$ cat config.mk
export PLATFORM = sky130hd
export DESIGN_NAME = smbios_structure_walker
export DESIGN_NICKNAME = d
export VERILOG_FILES = /design/src/hdl/smbsw_pkg.sv /design/src/hdl/smbios_structure_walker.sv
export SDC_FILE = /design/constraint.sdc
export NUM_CORES = 1
export LEC_CHECK = 0
export BUFFER_PORTS_ARGS = -buffer_cell sky130_fd_sc_hd__buf_2
export CAP_MARGIN = 20
export CORE_ASPECT_RATIO = 1.2
export CORE_MARGIN = 2
export CORE_UTILIZATION = 40
export DETAILED_ROUTE_END_ITERATION = 12
export SLEW_MARGIN = 20
export SYNTH_ARGS = -nofsm -noshare
export SYNTH_HDL_FRONTEND = slang
export SYNTH_SLANG_ARGS = --single-unit
$ cat constraint.sdc
create_clock -name clk_i -period 13.48 [get_ports clk_i]
set_clock_uncertainty 0.05 [all_clocks]
set_input_delay 3.37 -clock clk_i [delete_from_list [all_inputs] [get_ports clk_i]]
set_output_delay 3.37 -clock clk_i [all_outputs]
set_load 0.02 [all_outputs]
$ cat src/hdl/smbsw_pkg.sv
// Shared constants for the SMBIOS structure walker.
package smbsw_pkg;

  localparam int unsigned HdrBytes = 4;

  // walk phases
  localparam logic [1:0] PH_HEADER    = 2'd0;
  localparam logic [1:0] PH_FORMATTED = 2'd1;
  localparam logic [1:0] PH_STRINGS   = 2'd2;
  localparam logic [1:0] PH_STOPPED   = 2'd3;

  // result status codes
  localparam logic [1:0] ST_COMPLETE  = 2'd0;
  localparam logic [1:0] ST_TRUNCATED = 2'd1;
  localparam logic [1:0] ST_BROKEN    = 2'd2;

  // configuration register indexes
  localparam logic [1:0] REG_WANTED_TYPE  = 2'd0;
  localparam logic [1:0] REG_TABLE_LENGTH = 2'd1;
  localparam logic [1:0] REG_STRUCT_LIMIT = 2'd2;

endpackage

$ cat src/hdl/smbios_structure_walker.sv
// SMBIOS structure table walker, one table byte per beat.
//
// Takes one table byte per clock cycle whenever the slave side is ready.
// The walk state (offset, header fields, string-set zero tracking)
// updates in the cycle a byte is accepted; a report for a wanted structure,
// a truncated one or a broken entry appears on the master side the next
// cycle from a single output register. The slave side stays ready while that
// register is empty or being drained, so throughput is one byte per cycle
// unless the consumer stalls a pending report. Configuration writes are
// always taken and apply from the next byte; there is no clearing pass.
module smbios_structure_walker (
  input  logic        clk_i,
  input  logic        rst_ni,
  // configuration write channel
  input  logic        cfg_valid_i,
  output logic        cfg_ready_o,
  input  logic [1:0]  cfg_index_i,
  input  logic [15:0] cfg_data_i,
  // table bytes in
  input  logic        s_axis_tvalid,
  output logic        s_axis_tready,
  input  logic [7:0]  s_axis_tdata,   // [7:0] data_byte
  input  logic [0:0]  s_axis_tuser,   // [0] start_of_table
  // reports out
  output logic        m_axis_tvalid,
  input  logic        m_axis_tready,
  output logic [63:0] m_axis_tdata,   // [7:0] struct_type, [15:8] struct_length,
                                      // [31:16] handle, [47:32] struct_offset,
                                      // [63:48] struct_index
  output logic [1:0]  m_axis_tuser    // [1:0] status
);

  // configuration
  logic [7:0]  wanted_q;
  logic [15:0] tlen_q, limit_q;

  // walk state
  logic [15:0] off_q, off_d;
  logic [15:0] start_q, start_d;
  logic [15:0] cnt_q, cnt_d;
  logic [1:0]  phase_q, phase_d;
  logic [7:0]  type_q, type_d;
  logic [7:0]  len_q, len_d;
  logic [15:0] handle_q, handle_d;
  logic [7:0]  fleft_q, fleft_d;
  logic        lzero_q, lzero_d;
  logic        armed_q, armed_d;

  // output register
  logic        ovalid_q, ovalid_d;
  logic [1:0]  ostat_q;
  logic [63:0] odata_q;

  logic        in_fire, sof, emit, skip_end, done;
  logic [1:0]  emit_stat;
  logic [7:0]  b;
  logic [15:0] o, k, start_b, cnt_b;
  logic [1:0]  phase_b;
  logic        lzero_b, armed_b;

  assign cfg_ready_o   = 1'b1;
  assign s_axis_tready = !ovalid_q || m_axis_tready;
  assign in_fire       = s_axis_tvalid && s_axis_tready;
  assign sof           = s_axis_tuser[0];
  assign b             = s_axis_tdata;

  always_comb begin
    off_d     = off_q;
    start_d   = start_q;
    cnt_d     = cnt_q;
    phase_d   = phase_q;
    type_d    = type_q;
    len_d     = len_q;
    handle_d  = handle_q;
    fleft_d   = fleft_q;
    lzero_d   = lzero_q;
    armed_d   = armed_q;
    emit      = 1'b0;
    emit_stat = smbsw_pkg::ST_COMPLETE;
    skip_end  = 1'b0;
    done      = 1'b0;
    // a start flag restarts the walk at offset zero
    o         = sof ? 16'd0 : off_q;
    start_b   = sof ? 16'd0 : start_q;
    cnt_b     = sof ? 16'd0 : cnt_q;
    phase_b   = sof ? smbsw_pkg::PH_HEADER : phase_q;
    lzero_b   = sof ? 1'b0 : lzero_q;
    armed_b   = sof ? 1'b0 : armed_q;
    k         = o - start_b;

    if (in_fire) begin
      start_d = start_b;
      cnt_d   = cnt_b;
      phase_d = phase_b;
      lzero_d = lzero_b;
      armed_d = armed_b;
      off_d   = (o == 16'hFFFF) ? o : o + 16'd1;

      if (phase_b != smbsw_pkg::PH_STOPPED && o < tlen_q) begin
        if (phase_b == smbsw_pkg::PH_HEADER) begin
          if (k == 16'd0) begin
            // limit reached or no room left for a header
            if (cnt_b >= limit_q ||
                ({1'b0, start_b} + 17'(smbsw_pkg::HdrBytes)) > {1'b0, tlen_q}) begin
              phase_d  = smbsw_pkg::PH_STOPPED;
              skip_end = 1'b1;
            end else begin
              type_d = b;
            end
          end else if (k == 16'd1) begin
            len_d = b;
          end else if (k == 16'd2) begin
            handle_d = {8'd0, b};
          end else begin
            handle_d = {b, handle_q[7:0]};
            if (len_q < 8'(smbsw_pkg::HdrBytes)) begin
              emit      = 1'b1;
              emit_stat = smbsw_pkg::ST_BROKEN;
              phase_d   = smbsw_pkg::PH_STOPPED;
              skip_end  = 1'b1;
            end else begin
              armed_d = 1'b0;
              lzero_d = 1'b0;
              if (len_q == 8'(smbsw_pkg::HdrBytes)) begin
                phase_d = smbsw_pkg::PH_STRINGS;
              end else begin
                fleft_d = len_q - 8'(smbsw_pkg::HdrBytes);
                phase_d = smbsw_pkg::PH_FORMATTED;
              end
            end
          end
        end else if (phase_b == smbsw_pkg::PH_FORMATTED) begin
          fleft_d = fleft_q - 8'd1;
          if (fleft_d == 8'd0) begin
            phase_d = smbsw_pkg::PH_STRINGS;
            armed_d = 1'b0;
            lzero_d = 1'b0;
          end
        end else begin
          // string set ends at a zero right after a zero of the string area
          if (armed_b && lzero_b && b == 8'd0) begin
            done = 1'b1;
          end else begin
            lzero_d = (b == 8'd0);
            armed_d = 1'b1;
          end
        end

        if (!skip_end) begin
          if (done) begin
            emit      = (type_d == wanted_q);
            emit_stat = smbsw_pkg::ST_COMPLETE;
            cnt_d     = cnt_b + 16'd1;
            start_d   = o + 16'd1;
            phase_d   = smbsw_pkg::PH_HEADER;
            armed_d   = 1'b0;
            lzero_d   = 1'b0;
          end else if (({1'b0, o} + 17'd1) == {1'b0, tlen_q}) begin
            emit      = (type_d == wanted_q);
            emit_stat = smbsw_pkg::ST_TRUNCATED;
            phase_d   = smbsw_pkg::PH_STOPPED;
          end
        end
      end
    end

    if (in_fire && emit) begin
      ovalid_d = 1'b1;
    end else if (m_axis_tready) begin
      ovalid_d = 1'b0;
    end else begin
      ovalid_d = ovalid_q;
    end
  end

  always_ff @(posedge clk_i or negedge rst_ni) begin
    if (!rst_ni) begin
      wanted_q <= '0;
      tlen_q   <= '0;
      limit_q  <= '0;
      off_q    <= '0;
      start_q  <= '0;
      cnt_q    <= '0;
      phase_q  <= smbsw_pkg::PH_HEADER;
      type_q   <= '0;
      len_q    <= '0;
      handle_q <= '0;
      fleft_q  <= '0;
      lzero_q  <= 1'b0;
      armed_q  <= 1'b0;
      ovalid_q <= 1'b0;
    end else begin
      if (cfg_valid_i) begin
        unique case (cfg_index_i)
          smbsw_pkg::REG_WANTED_TYPE:  wanted_q <= cfg_data_i[7:0];
          smbsw_pkg::REG_TABLE_LENGTH: tlen_q   <= cfg_data_i;
          smbsw_pkg::REG_STRUCT_LIMIT: limit_q  <= cfg_data_i;
          default: ;
        endcase
      end
      off_q    <= off_d;
      start_q  <= start_d;
      cnt_q    <= cnt_d;
      phase_q  <= phase_d;
      type_q   <= type_d;
      len_q    <= len_d;
      handle_q <= handle_d;
      fleft_q  <= fleft_d;
      lzero_q  <= lzero_d;
      armed_q  <= armed_d;
      ovalid_q <= ovalid_d;
    end
  end

  // report payload, loaded with the beat that produces it
  always_ff @(posedge clk_i) begin
    if (in_fire && emit) begin
      ostat_q <= emit_stat;
      odata_q <= {cnt_b, start_b, handle_d, len_d, type_d};
    end
  end

  assign m_axis_tvalid = ovalid_q;
  assign m_axis_tdata  = odata_q;
  assign m_axis_tuser  = ostat_q;

endmodule

==> results of run 1 <==
## flip-flops by register name, indices dropped and copies added, names as in the netlist, 2 cells and up
signal	cells
start_q	16
cnt_q	16
off_q	16
m_axis_tdata	64
len_q	8
handle_q	16
phase_q	2
type_q	8
fleft_q	8
m_axis_tuser	2
limit_q	16
wanted_q	8
tlen_q	16
## Yosys cell counts (all sizes together) (3+ instances only)
master   count
nand3b       5
nand2b      15
and4        10
inv         55
nand4       16
nor2        72
o21bai       6
dfrtp      133
nor3b        8
o22a         4
a31oi        8
o21ai       56
and3        14
ha          70
a22o         8
o2111ai      3
nor4        12
xnor3        3
or3         10
nand4b       3
o31ai        5
o211ai       8
nand3       33
o21a         6
nor3        18
or2          4
a2111o       3
a21oi       47
and2         5
a211oi       6
mux2        68
buf          7
mux2i        3
clkbuf      26
nand2       86
xor2        29
xnor2       45
a21o        18
edfxtp      66
nor2b       48
## cell type report
type	count	area [um2]
Tap cell	379	474.2
Clock buffer	17	425.4
Inverter	55	206.4
Sequential cell	199	5310
Timing Repair Buffer	105	546.8
Multi-Input combinational cell	786	5673
Clock inverter	15	176.4
Fill cell	2632	15100
## kinds of logic after synthesis
family / Yosys count / synth area share, %
buffers and inverters: 88 / 3.119
XOR/XNOR: 77 / 6.326
flip-flops: 199 / 46.94
AND/OR/NAND/NOR: 366 / 17.14
AO/OA/AOI/OAI: 200 / 11.49
other: 1 / 0.03315
multiplexers: 71 / 7.034
adder cells (fa/ha/maj): 71 / 7.919
## final timing paths
check / to / slack (ps) / depth (start not counted)
setup / recovery: m_axis_tdata[14] / 4500 / 20
hold / removal: handle_q[14] / 450 / 2
setup reg to reg: m_axis_tdata[14] / 7860 / 16
hold reg to reg: handle_q[14] / 450 / 2
max in group asynchronous: phase_q[0] / 9240 / 2
min in group asynchronous: limit_q[8] / 2920 / 1
## per-layer routing
metal	part of all wire [%]	vias up	wire length (um)	global-route usage, %
met4	3.3	2	970	8.182
met5	0.044	-	13	0
met1	45	4174	13260	28.01
li1	-	4054	-	-
met3	4.8	42	1396	3.772
met2	47	240	13620	31.64
## worst max-delay path, stage by stage
cell	delay [ps]
buf_2	520
buf_4	530
nand2b_1	230
inv_1	70
ha_1	230
and4_1	220
nand3_1	150
xnor2_1	150
ha_1	280
a21oi_1	150
nor2b_1	60
a2111oi_0	310
o21ai_0	150
o21a_1	200
a211oi_1	650
or4_4	260
o211a_2	210
o221ai_2	140
o21ai_4	310
buf_4	650
## power groups by stage
stage	Clock [mW]	Sequential, mW	Combinational, mW
floorplan	0	0.861	0.322
global placement	0	0.824	0.517
detailed placement	0	0.823	0.519
CTS	0.532	0.812	0.522
global route	0.552	0.824	0.575
finish	0.522	0.811	0.518
## placed cells by master, fill, tap and decap left out, drive strengths merged, types with 8 or more instances in the layout
cell type,synthesis,final
or3,10,10
nor2,72,72
ha,70,70
nor2b,48,48
a22o,8,8
nand2,86,86
and4,10,10
o21ai,56,56
o211ai,8,8
clkbuf,26,17
nand2b,15,15
xnor2,45,45
nand3,33,33
edfxtp,66,66
buf,7,105
nor3,18,18
and3,14,14
inv,55,64
a21oi,47,47
a31oi,8,8
xor2,29,29
nand4,16,16
nor4,12,12
mux2,68,68
a21o,18,18
nor3b,8,8
dfrtp,133,133
## per-stage QoR
| stage | util, % | instances | setup slack, ps |
|---|---|---|---|
| finish | 45.90 | 1556 | 4499 |
| floorplan | - | 1073 | 1415 |
| detailed placement | 43.72 | 1524 | 4009 |
| CTS | 45.88 | 1556 | 4483 |
| global placement | 43.72 | 1524 | 4112 |
| global route | 45.90 | 1556 | 4104 |
==> key figures, run 1 <==
Power
  – Clock Power Share: 28.2%
  – Net Sw Frac: 35.68%
  – Internal power: 1.191 mW
  – Pwr/cell area: 144.5 mW/mm2
  – VDD IR max: 0.1255 mV
  – Sequential share of power: 43.8%
  – Switching power: 0.6603 mW
  – Static leakage: 5.605 nW
  – Total power: 1.851 mW
  – Comb power frac: 28.0%

Detailed routing
  – WL/cell: 18.80 um
  – DR vias/cell: 5.470
  – Antenna-violating nets left: 0
  – First-pass DRT Iterations: 5
  – Initial drt markers: 512
  – Remaining DRCs: 0
  – WL final: 29.26 mm
  – Vias post-DR: 8512

CTS
  – Post-CTS setup buffers: 0
  – Clk pin slew, worst setup/hold paths: 80 ps
  – Root buffer cell: clkbuf_16
  – # hold bufs at CTS: 0
  – Level count of the clock H-tree: 4
  – Clock Sinks: 199
  – Worst-Skew Late Latency: 460 ps
  – Clock buffer count from CTS: 17
  – Resized Gates After CTS: 0
  – CTS tree: built
  – Clock buffer depth: 2

Synthesis
  – Synth top area cells: dfrtp_1, edfxtp_1, ha_1, mux2_2, xnor2_1
  – Synthesized flop and latch total: 199
  – Post-synth net total: 1176
  – Synthesized area: 0.01131 mm2
  – Area share of the largest cell type after synthesis: 29.42%
  – Mean post-synth cell area: 10.54 um2
  – Sequential share of the synthesized area: 46.94%
  – Post-synth EDFFs: 66
  – Yosys warns: 0
  – Syn Inst Count: 1073
  – Unique masters post-synth: 76
  – Ys flop type: dfrtp_1
  – Ys async rst share: 66.83%
  – Yosys top cell by area: dfrtp_1

Global routing
  – Initial antenna violation count: 1
  – Gr usage total: 20.34%
  – Largest net degree at the start of global routing: 85
  – First-pass GRT wire length: 46.46 mm
  – Grt ovf: 0
  – Vias in the first global route: 8384

Timing
  – F_max: 111.3 MHz
  – Hold slack: 449.9 ps
  – Final Cycle Share: 66.63%
  – Setup violations, final: 0
  – Slew @ Worst Pin: 979.2 ps
  – Tmin final: 8981 ps
  – Max Transition Viols Final: 0
  – Count of final hold-check violations: 0
  – Setup tns final: 0 ps
  – Relative slew slack: 34.52%
  – RSZ-0062 raised after global routing: no

Setup path
  – Setup crit start: s_axis_tuser
  – Max Fanout on Critical Path: 50
  – Crit. End Element: register
  – Worst Setup Start Kind: input pin
  – FF-to-FF Start: start_q[3]
  – CP arrival: 9020 ps
  – Crit Path Class: input pin to register
  – CP required: 13520 ps

Die
  – IO Pins: 101
  – Core Region: 0.02792 mm2
  – Die Height: 188.2 um
  – Starting Density: 40.53%
  – Chip Width: 157.5 um
  – # rows: 67
  – Die area: 0.02965 mm2

Cells and area
  – Design area: 0.01281 mm2
  – Final Net Count: 1267
  – N_diodes: 0
  – Area grow syn2layout: 13.25%
  – Share of layout cells above drive strength 1: 19.12%

Min path
  – Worst Hold Launch: handle_q[14]
  – Min-Delay Path Class: register to register

Place
  – Gpl congestion: 0.8827
  – Dpl cell area: 0.01221 mm2
  – Post-DP HPWL: 22.10 mm
  – Port buffer count: 99

Run status
  – Status: completed

Flow run
  – Max-cap violations: 0
Note: power is estimated with default switching activity, not from simulation.
==> run 2, diff against run 1 <==
clock period = 8.28 ns   (was 13.48 ns; I/O delays follow)
==> run 2 against run 1 <==
Total power rose by 62%. Critical endpoint is now m_axis_tdata[8]. Clock power up 57%. Critical path type unchanged. Register-to-register slack lost 4700 ps. Setup slack worse by 3100 ps. Cell area hardly changed.
==> key figures, run 2 (synthesis gave the netlist of run 1 again) <==
Detailed routing
  – Initial drt markers: 470
  – Vias post-DR: 8453
  – Remaining DRCs: 0
  – WL final: 29.50 mm
  – DR vias/cell: 5.426
  – WL/cell: 18.93 um
  – First-pass DRT Iterations: 7
  – Antenna-violating nets left: 0

Setup path
  – CP required: 8350 ps
  – Max Fanout on Critical Path: 49
  – Crit. End Element: register
  – Crit Path Class: input pin to register
  – CP arrival: 6950 ps
  – Worst Setup Start Kind: input pin

CTS
  – Resized Gates After CTS: 0
  – Clk pin slew, worst setup/hold paths: 80 ps
  – Clock buffer count from CTS: 17
  – # hold bufs at CTS: 0
  – CTS tree: built
  – Post-CTS setup buffers: 0
  – Root buffer cell: clkbuf_16
  – Worst-Skew Late Latency: 440 ps
  – Clock buffer depth: 2
  – Level count of the clock H-tree: 4
  – Clock Sinks: 199

Timing
  – Setup violations, final: 0
  – Setup tns final: 0 ps
  – Final setup margin: 1401 ps
  – RSZ-0062 raised after global routing: no
  – Count of final hold-check violations: 0
  – Relative slew slack: 32.24%
  – Slew @ Worst Pin: 1003 ps
  – Final Cycle Share: 83.08%
  – Tmin final: 6879 ps
  – Max Transition Viols Final: 0
  – F_max: 145.4 MHz

Place
  – Port buffer count: 99
  – Dpl cell area: 0.01224 mm2
  – Gpl congestion: 0.9367
  – Dpl ws: 975.4 ps
  – Post-DP HPWL: 21.89 mm
  – Count of placed standard cells including taps: 1526

Global routing
  – Gr usage total: 20.67%
  – Largest net degree at the start of global routing: 79
  – First-pass GRT wire length: 46.98 mm
  – Grt ovf: 0
  – Initial antenna violation count: 1
  – Vias in the first global route: 8366

Cells and area
  – Share of layout cells above drive strength 1: 19.17%
  – Most frequent cells in the layout: dfrtp_1, buf_2, nand2_1, nor2_1, ha_1
  – Layout Cells excl Fill: 1558
  – Max reg flops: 64
  – Final Net Count: 1269
  – Area grow syn2layout: 13.24%
  – Design area: 0.01281 mm2
  – Commonest non-fill, non-tap cell in the layout: dfrtp_1
  – N_diodes: 0

Die
  – Core Region: 0.02792 mm2
  – IO Pins: 101
  – Die area: 0.02965 mm2
  – # rows: 67
  – Die Height: 188.2 um
  – Starting Density: 40.53%
  – Chip Width: 157.5 um

Power
  – Pwr/cell area: 233.8 mW/mm2
  – Net Sw Frac: 35.48%
  – Static leakage: 5.594 nW
  – Comb power frac: 28.4%
  – Clock Power Share: 27.4%
  – VDD IR max: 0.1610 mV
  – Sequential share of power: 44.2%
  – Internal power: 1.933 mW
  – Switching power: 1.063 mW

Min path
  – Min-Delay Path Class: register to register

Run status
  – Status: completed

Flow run
  – Max-cap violations: 0
run 2: power by group through the flow:
| stage | clock network (mW) | registers [mW] | logic [mW] |
|---|---|---|---|
| after floorplan | 0 | 1.39 | 0.525 |
| after global placement | 0 | 1.34 | 0.840 |
| after detailed placement | 0 | 1.34 | 0.845 |
| after CTS | 0.846 | 1.32 | 0.851 |
| after global routing | 0.883 | 1.34 | 0.941 |
| final | 0.822 | 1.32 | 0.851 |
run 2: area by class of cell:
| class | instances | area, um2 |
|---|---|---|
| Timing Repair Buffer | 107 | 578.1 |
| Clock buffer | 18 | 429.2 |
| Sequential cell | 199 | 5310 |
| Clock inverter | 14 | 136.4 |
| Inverter | 55 | 206.4 |
| Tap cell | 379 | 474.2 |
| Fill cell | 2625 | 15100 |
| Multi-Input combinational cell | 786 | 5677 |
run 2: worst paths after layout:
check	startpoint	end	slack, ps	cells after the start
min in group asynchronous	rst_ni	cnt_q[3]	1530	1
max in group asynchronous	rst_ni	fleft_q[0]	5550	2
hold reg to reg	handle_q[7]	handle_q[7]	450	1
setup / recovery	s_axis_tuser	m_axis_tdata[8]	1400	16
setup reg to reg	start_q[3]	m_axis_tdata[8]	3140	17
hold / removal	handle_q[7]	handle_q[7]	450	1
run 2: metal layers:
metal	up-vias	share of wire [%]	track usage, %
met4	2	3.5	8.462
met3	49	4.6	3.588
met1	4125	46	28.54
li1	4043	-	-
met2	234	46	32.21
met5	-	0.044	0
run 2: through the flow:
stage / utilization, % / total power [mW] / hold WS [ps]
after CTS: 45.86 / 3.018 / 451.9
after global placement: 43.83 / 2.179 / 416.3
after floorplan: - / 1.915 / 399.3
final: 45.89 / 2.996 / 449.0
after global routing: 45.89 / 3.165 / 473.8
after detailed placement: 43.83 / 2.184 / 427.3
run 2: worst max-delay path, stage by stage:
cell and delay, ps:
buf_2 580, nand2b_1 230, inv_1 70, ha_1 220
fa_1 420, nand2b_1 180, a21oi_1 300, nor2_1 80
a2111oi_0 370, nand4_1 190, or4b_4 540, nor3_2 470
o211a_2 300, o221ai_2 140, o21ai_4 350, buf_12 370
==> run 3, diff against run 2 <==
clock period = 6.9 ns   (was 8.28 ns; I/O delays follow)
==> run 3 against run 2 <==
Clock power is 21% higher. Sequential share of layout area fell by 0.37 points. Final cell count rose by 0.90%. Register-to-register slack got worse by 1500 ps. Worst hold slack got worse by 16 ps. Die area unchanged. Utilization rose by 0.41 points. Via count shrank 0.17%. Critical path type unchanged. Largest power group unchanged. Clock-buffer cell count rose by 1. Setup slack lost 890 ps. Global-route usage fell by 0.42 points.
==> key figures, run 3 (synthesis gave the netlist of run 1 again) <==
Die
  – Starting Density: 40.53%
  – # rows: 67
  – Die area: 0.02965 mm2
  – Chip Width: 157.5 um
  – Die Height: 188.2 um
  – Core Region: 0.02792 mm2
  – IO Pins: 101

Cells and area
  – Area grow syn2layout: 14.26%
  – Multi-input logic area: 0.005679 mm2
  – Fillers: 2608
  – Design area: 0.01293 mm2
  – Final Net Count: 1283
  – Share of layout cells above drive strength 1: 20.12%
  – N_diodes: 0
  – FF/Latch Area: 0.005310 mm2
  – Most frequent cells in the layout: dfrtp_1, buf_2, nand2_1, nor2_1, ha_1
  – Commonest non-fill, non-tap cell in the layout: dfrtp_1
  – Max reg flops: 64

CTS
  – Clock buffer count from CTS: 17
  – Clock Sinks: 199
  – # hold bufs at CTS: 0
  – Root buffer cell: clkbuf_16
  – Clock buffer depth: 2
  – Level count of the clock H-tree: 4
  – Clk pin slew, worst setup/hold paths: 70 ps
  – CTS tree: built
  – Post-CTS setup buffers: 0
  – Worst-Skew Late Latency: 450 ps
  – Resized Gates After CTS: 0

Place
  – Post-DP HPWL: 21.64 mm
  – Dpl cell area: 0.01234 mm2
  – Gpl congestion: 0.8758
  – Dpl ws: 99.63 ps
  – Port buffer count: 99

Setup path
  – Worst reg-to-reg path cell count: 14
  – R2r setup slk: 1660 ps
  – CP peak stage delay: 660 ps
  – Sum of buffers and inverters on the critical path: 3
  – CP arrival: 6530 ps
  – Crit. End Element: register
  – Worst Setup Start Kind: input pin
  – FF-to-FF Start: start_q[7]
  – Max Fanout on Critical Path: 28
  – Crit path cell chain: buf_2, nand2b_1, inv_1, ha_1, nor2b_1, o31a_1, a311oi_1, mux2_2, o311ai_0, nand2_1, or4_4, o211a_2, o221ai_2, o21ai_4, buf_4
  – CP required: 7030 ps
  – Slowest stage cell on the critical path: o311ai_0
  – Crit Path Class: input pin to register
  – CP top delay family: compound AO/OA/AOI/OAI gates
  – RR Endpoint: m_axis_tdata[50]

Detailed routing
  – Antenna-violating nets left: 0
  – WL/cell: 18.30 um
  – Initial drt markers: 524
  – DR vias/cell: 5.368
  – Remaining DRCs: 0
  – Vias post-DR: 8439
  – WL final: 28.78 mm
  – First-pass DRT Iterations: 4

Power
  – Static leakage: 5.679 nW
  – VDD IR max: 0.1941 mV
  – Internal power: 2.341 mW
  – Clock Power Share: 27.5%
  – Net Sw Frac: 35.26%
  – Switching power: 1.275 mW
  – Total power: 3.616 mW
  – Sequential share of power: 43.7%
  – Comb power frac: 28.8%
  – Pwr/cell area: 279.7 mW/mm2

Timing
  – Final Cycle Share: 92.66%
  – Final setup margin: 506.3 ps
  – Max Transition Viols Final: 0
  – Relative slew slack: 34.89%
  – Tmin final: 6394 ps
  – Slew @ Worst Pin: 973.6 ps
  – Setup violations, final: 0
  – RSZ-0062 raised after global routing: no
  – Count of final hold-check violations: 0
  – Setup tns final: 0 ps
  – F_max: 156.4 MHz

Global routing
  – Largest net degree at the start of global routing: 82
  – Vias in the first global route: 8592
  – Gr usage total: 20.26%
  – First-pass GRT wire length: 46.62 mm
  – Initial antenna violation count: 0
  – Grt ovf: 0

Run status
  – Status: completed

Min path
  – Endpoint, Worst Hold: cnt_q[15]
  – Min-Delay Path Class: register to register
  – Hold depth: 1
  – Worst Hold Launch: cnt_q[15]

Flow run
  – Max-cap violations: 0
## run 3: worst max path at each step
| stage | startpoint | end | slack (ps) | depth (start not counted) |
|---|---|---|---|---|
| 6_report | s_axis_tuser | m_axis_tdata[50] | 510 | 15 |
| 5_1_grt | s_axis_tuser | m_axis_tdata[49] | 210 | 15 |
| 4_1_cts | s_axis_tuser | m_axis_tdata[50] | 540 | 15 |
| 3_5_place_dp | s_axis_tuser | m_axis_tdata[51] | 100 | 15 |
| 3_3_place_gp | s_axis_tuser | m_axis_tdata[27] | 130 | 15 |
| 2_1_floorplan | s_axis_tuser | m_axis_tdata[0] | 80 | 19 |
## run 3: per-layer routing
layer,up-vias,GRT usage (%),wire length (um),part of all wire [%]
met3,59,4.370,1680,5.8
met5,-,0,0,0
met2,226,32.50,13680,48
li1,4081,-,-,-
met4,0,8.042,940,3.3
met1,4073,26.68,12480,43
## run 3: final cells by class
type,instances,share of cell area (%)
flip-flops and latches,199,41.08
inverters,55,1.597
clock inverters,13,1.036
well taps,379,3.669
clock buffers,19,3.427
repair buffers,121,5.256
multi-input cells,786,43.94
## run 3: power groups by stage
stage / logic (mW) / clock network, mW / registers, mW
floorplan: 0.634 / 0 / 1.66
global placement: 1.04 / 0 / 1.61
detailed placement: 1.04 / 0 / 1.60
CTS: 1.05 / 1.02 / 1.58
global route: 1.16 / 1.06 / 1.61
finish: 1.04 / 0.994 / 1.58
## run 3: per-stage QoR
step | utilization [%] | hold slack, ps | std cells
finish | 46.30 | 432.9 | 1572
CTS | 46.29 | 435.8 | 1572
global placement | 44.22 | 418.1 | 1540
floorplan | - | 399.3 | 1073
detailed placement | 44.22 | 424.8 | 1540
global route | 46.30 | 467.3 | 1572
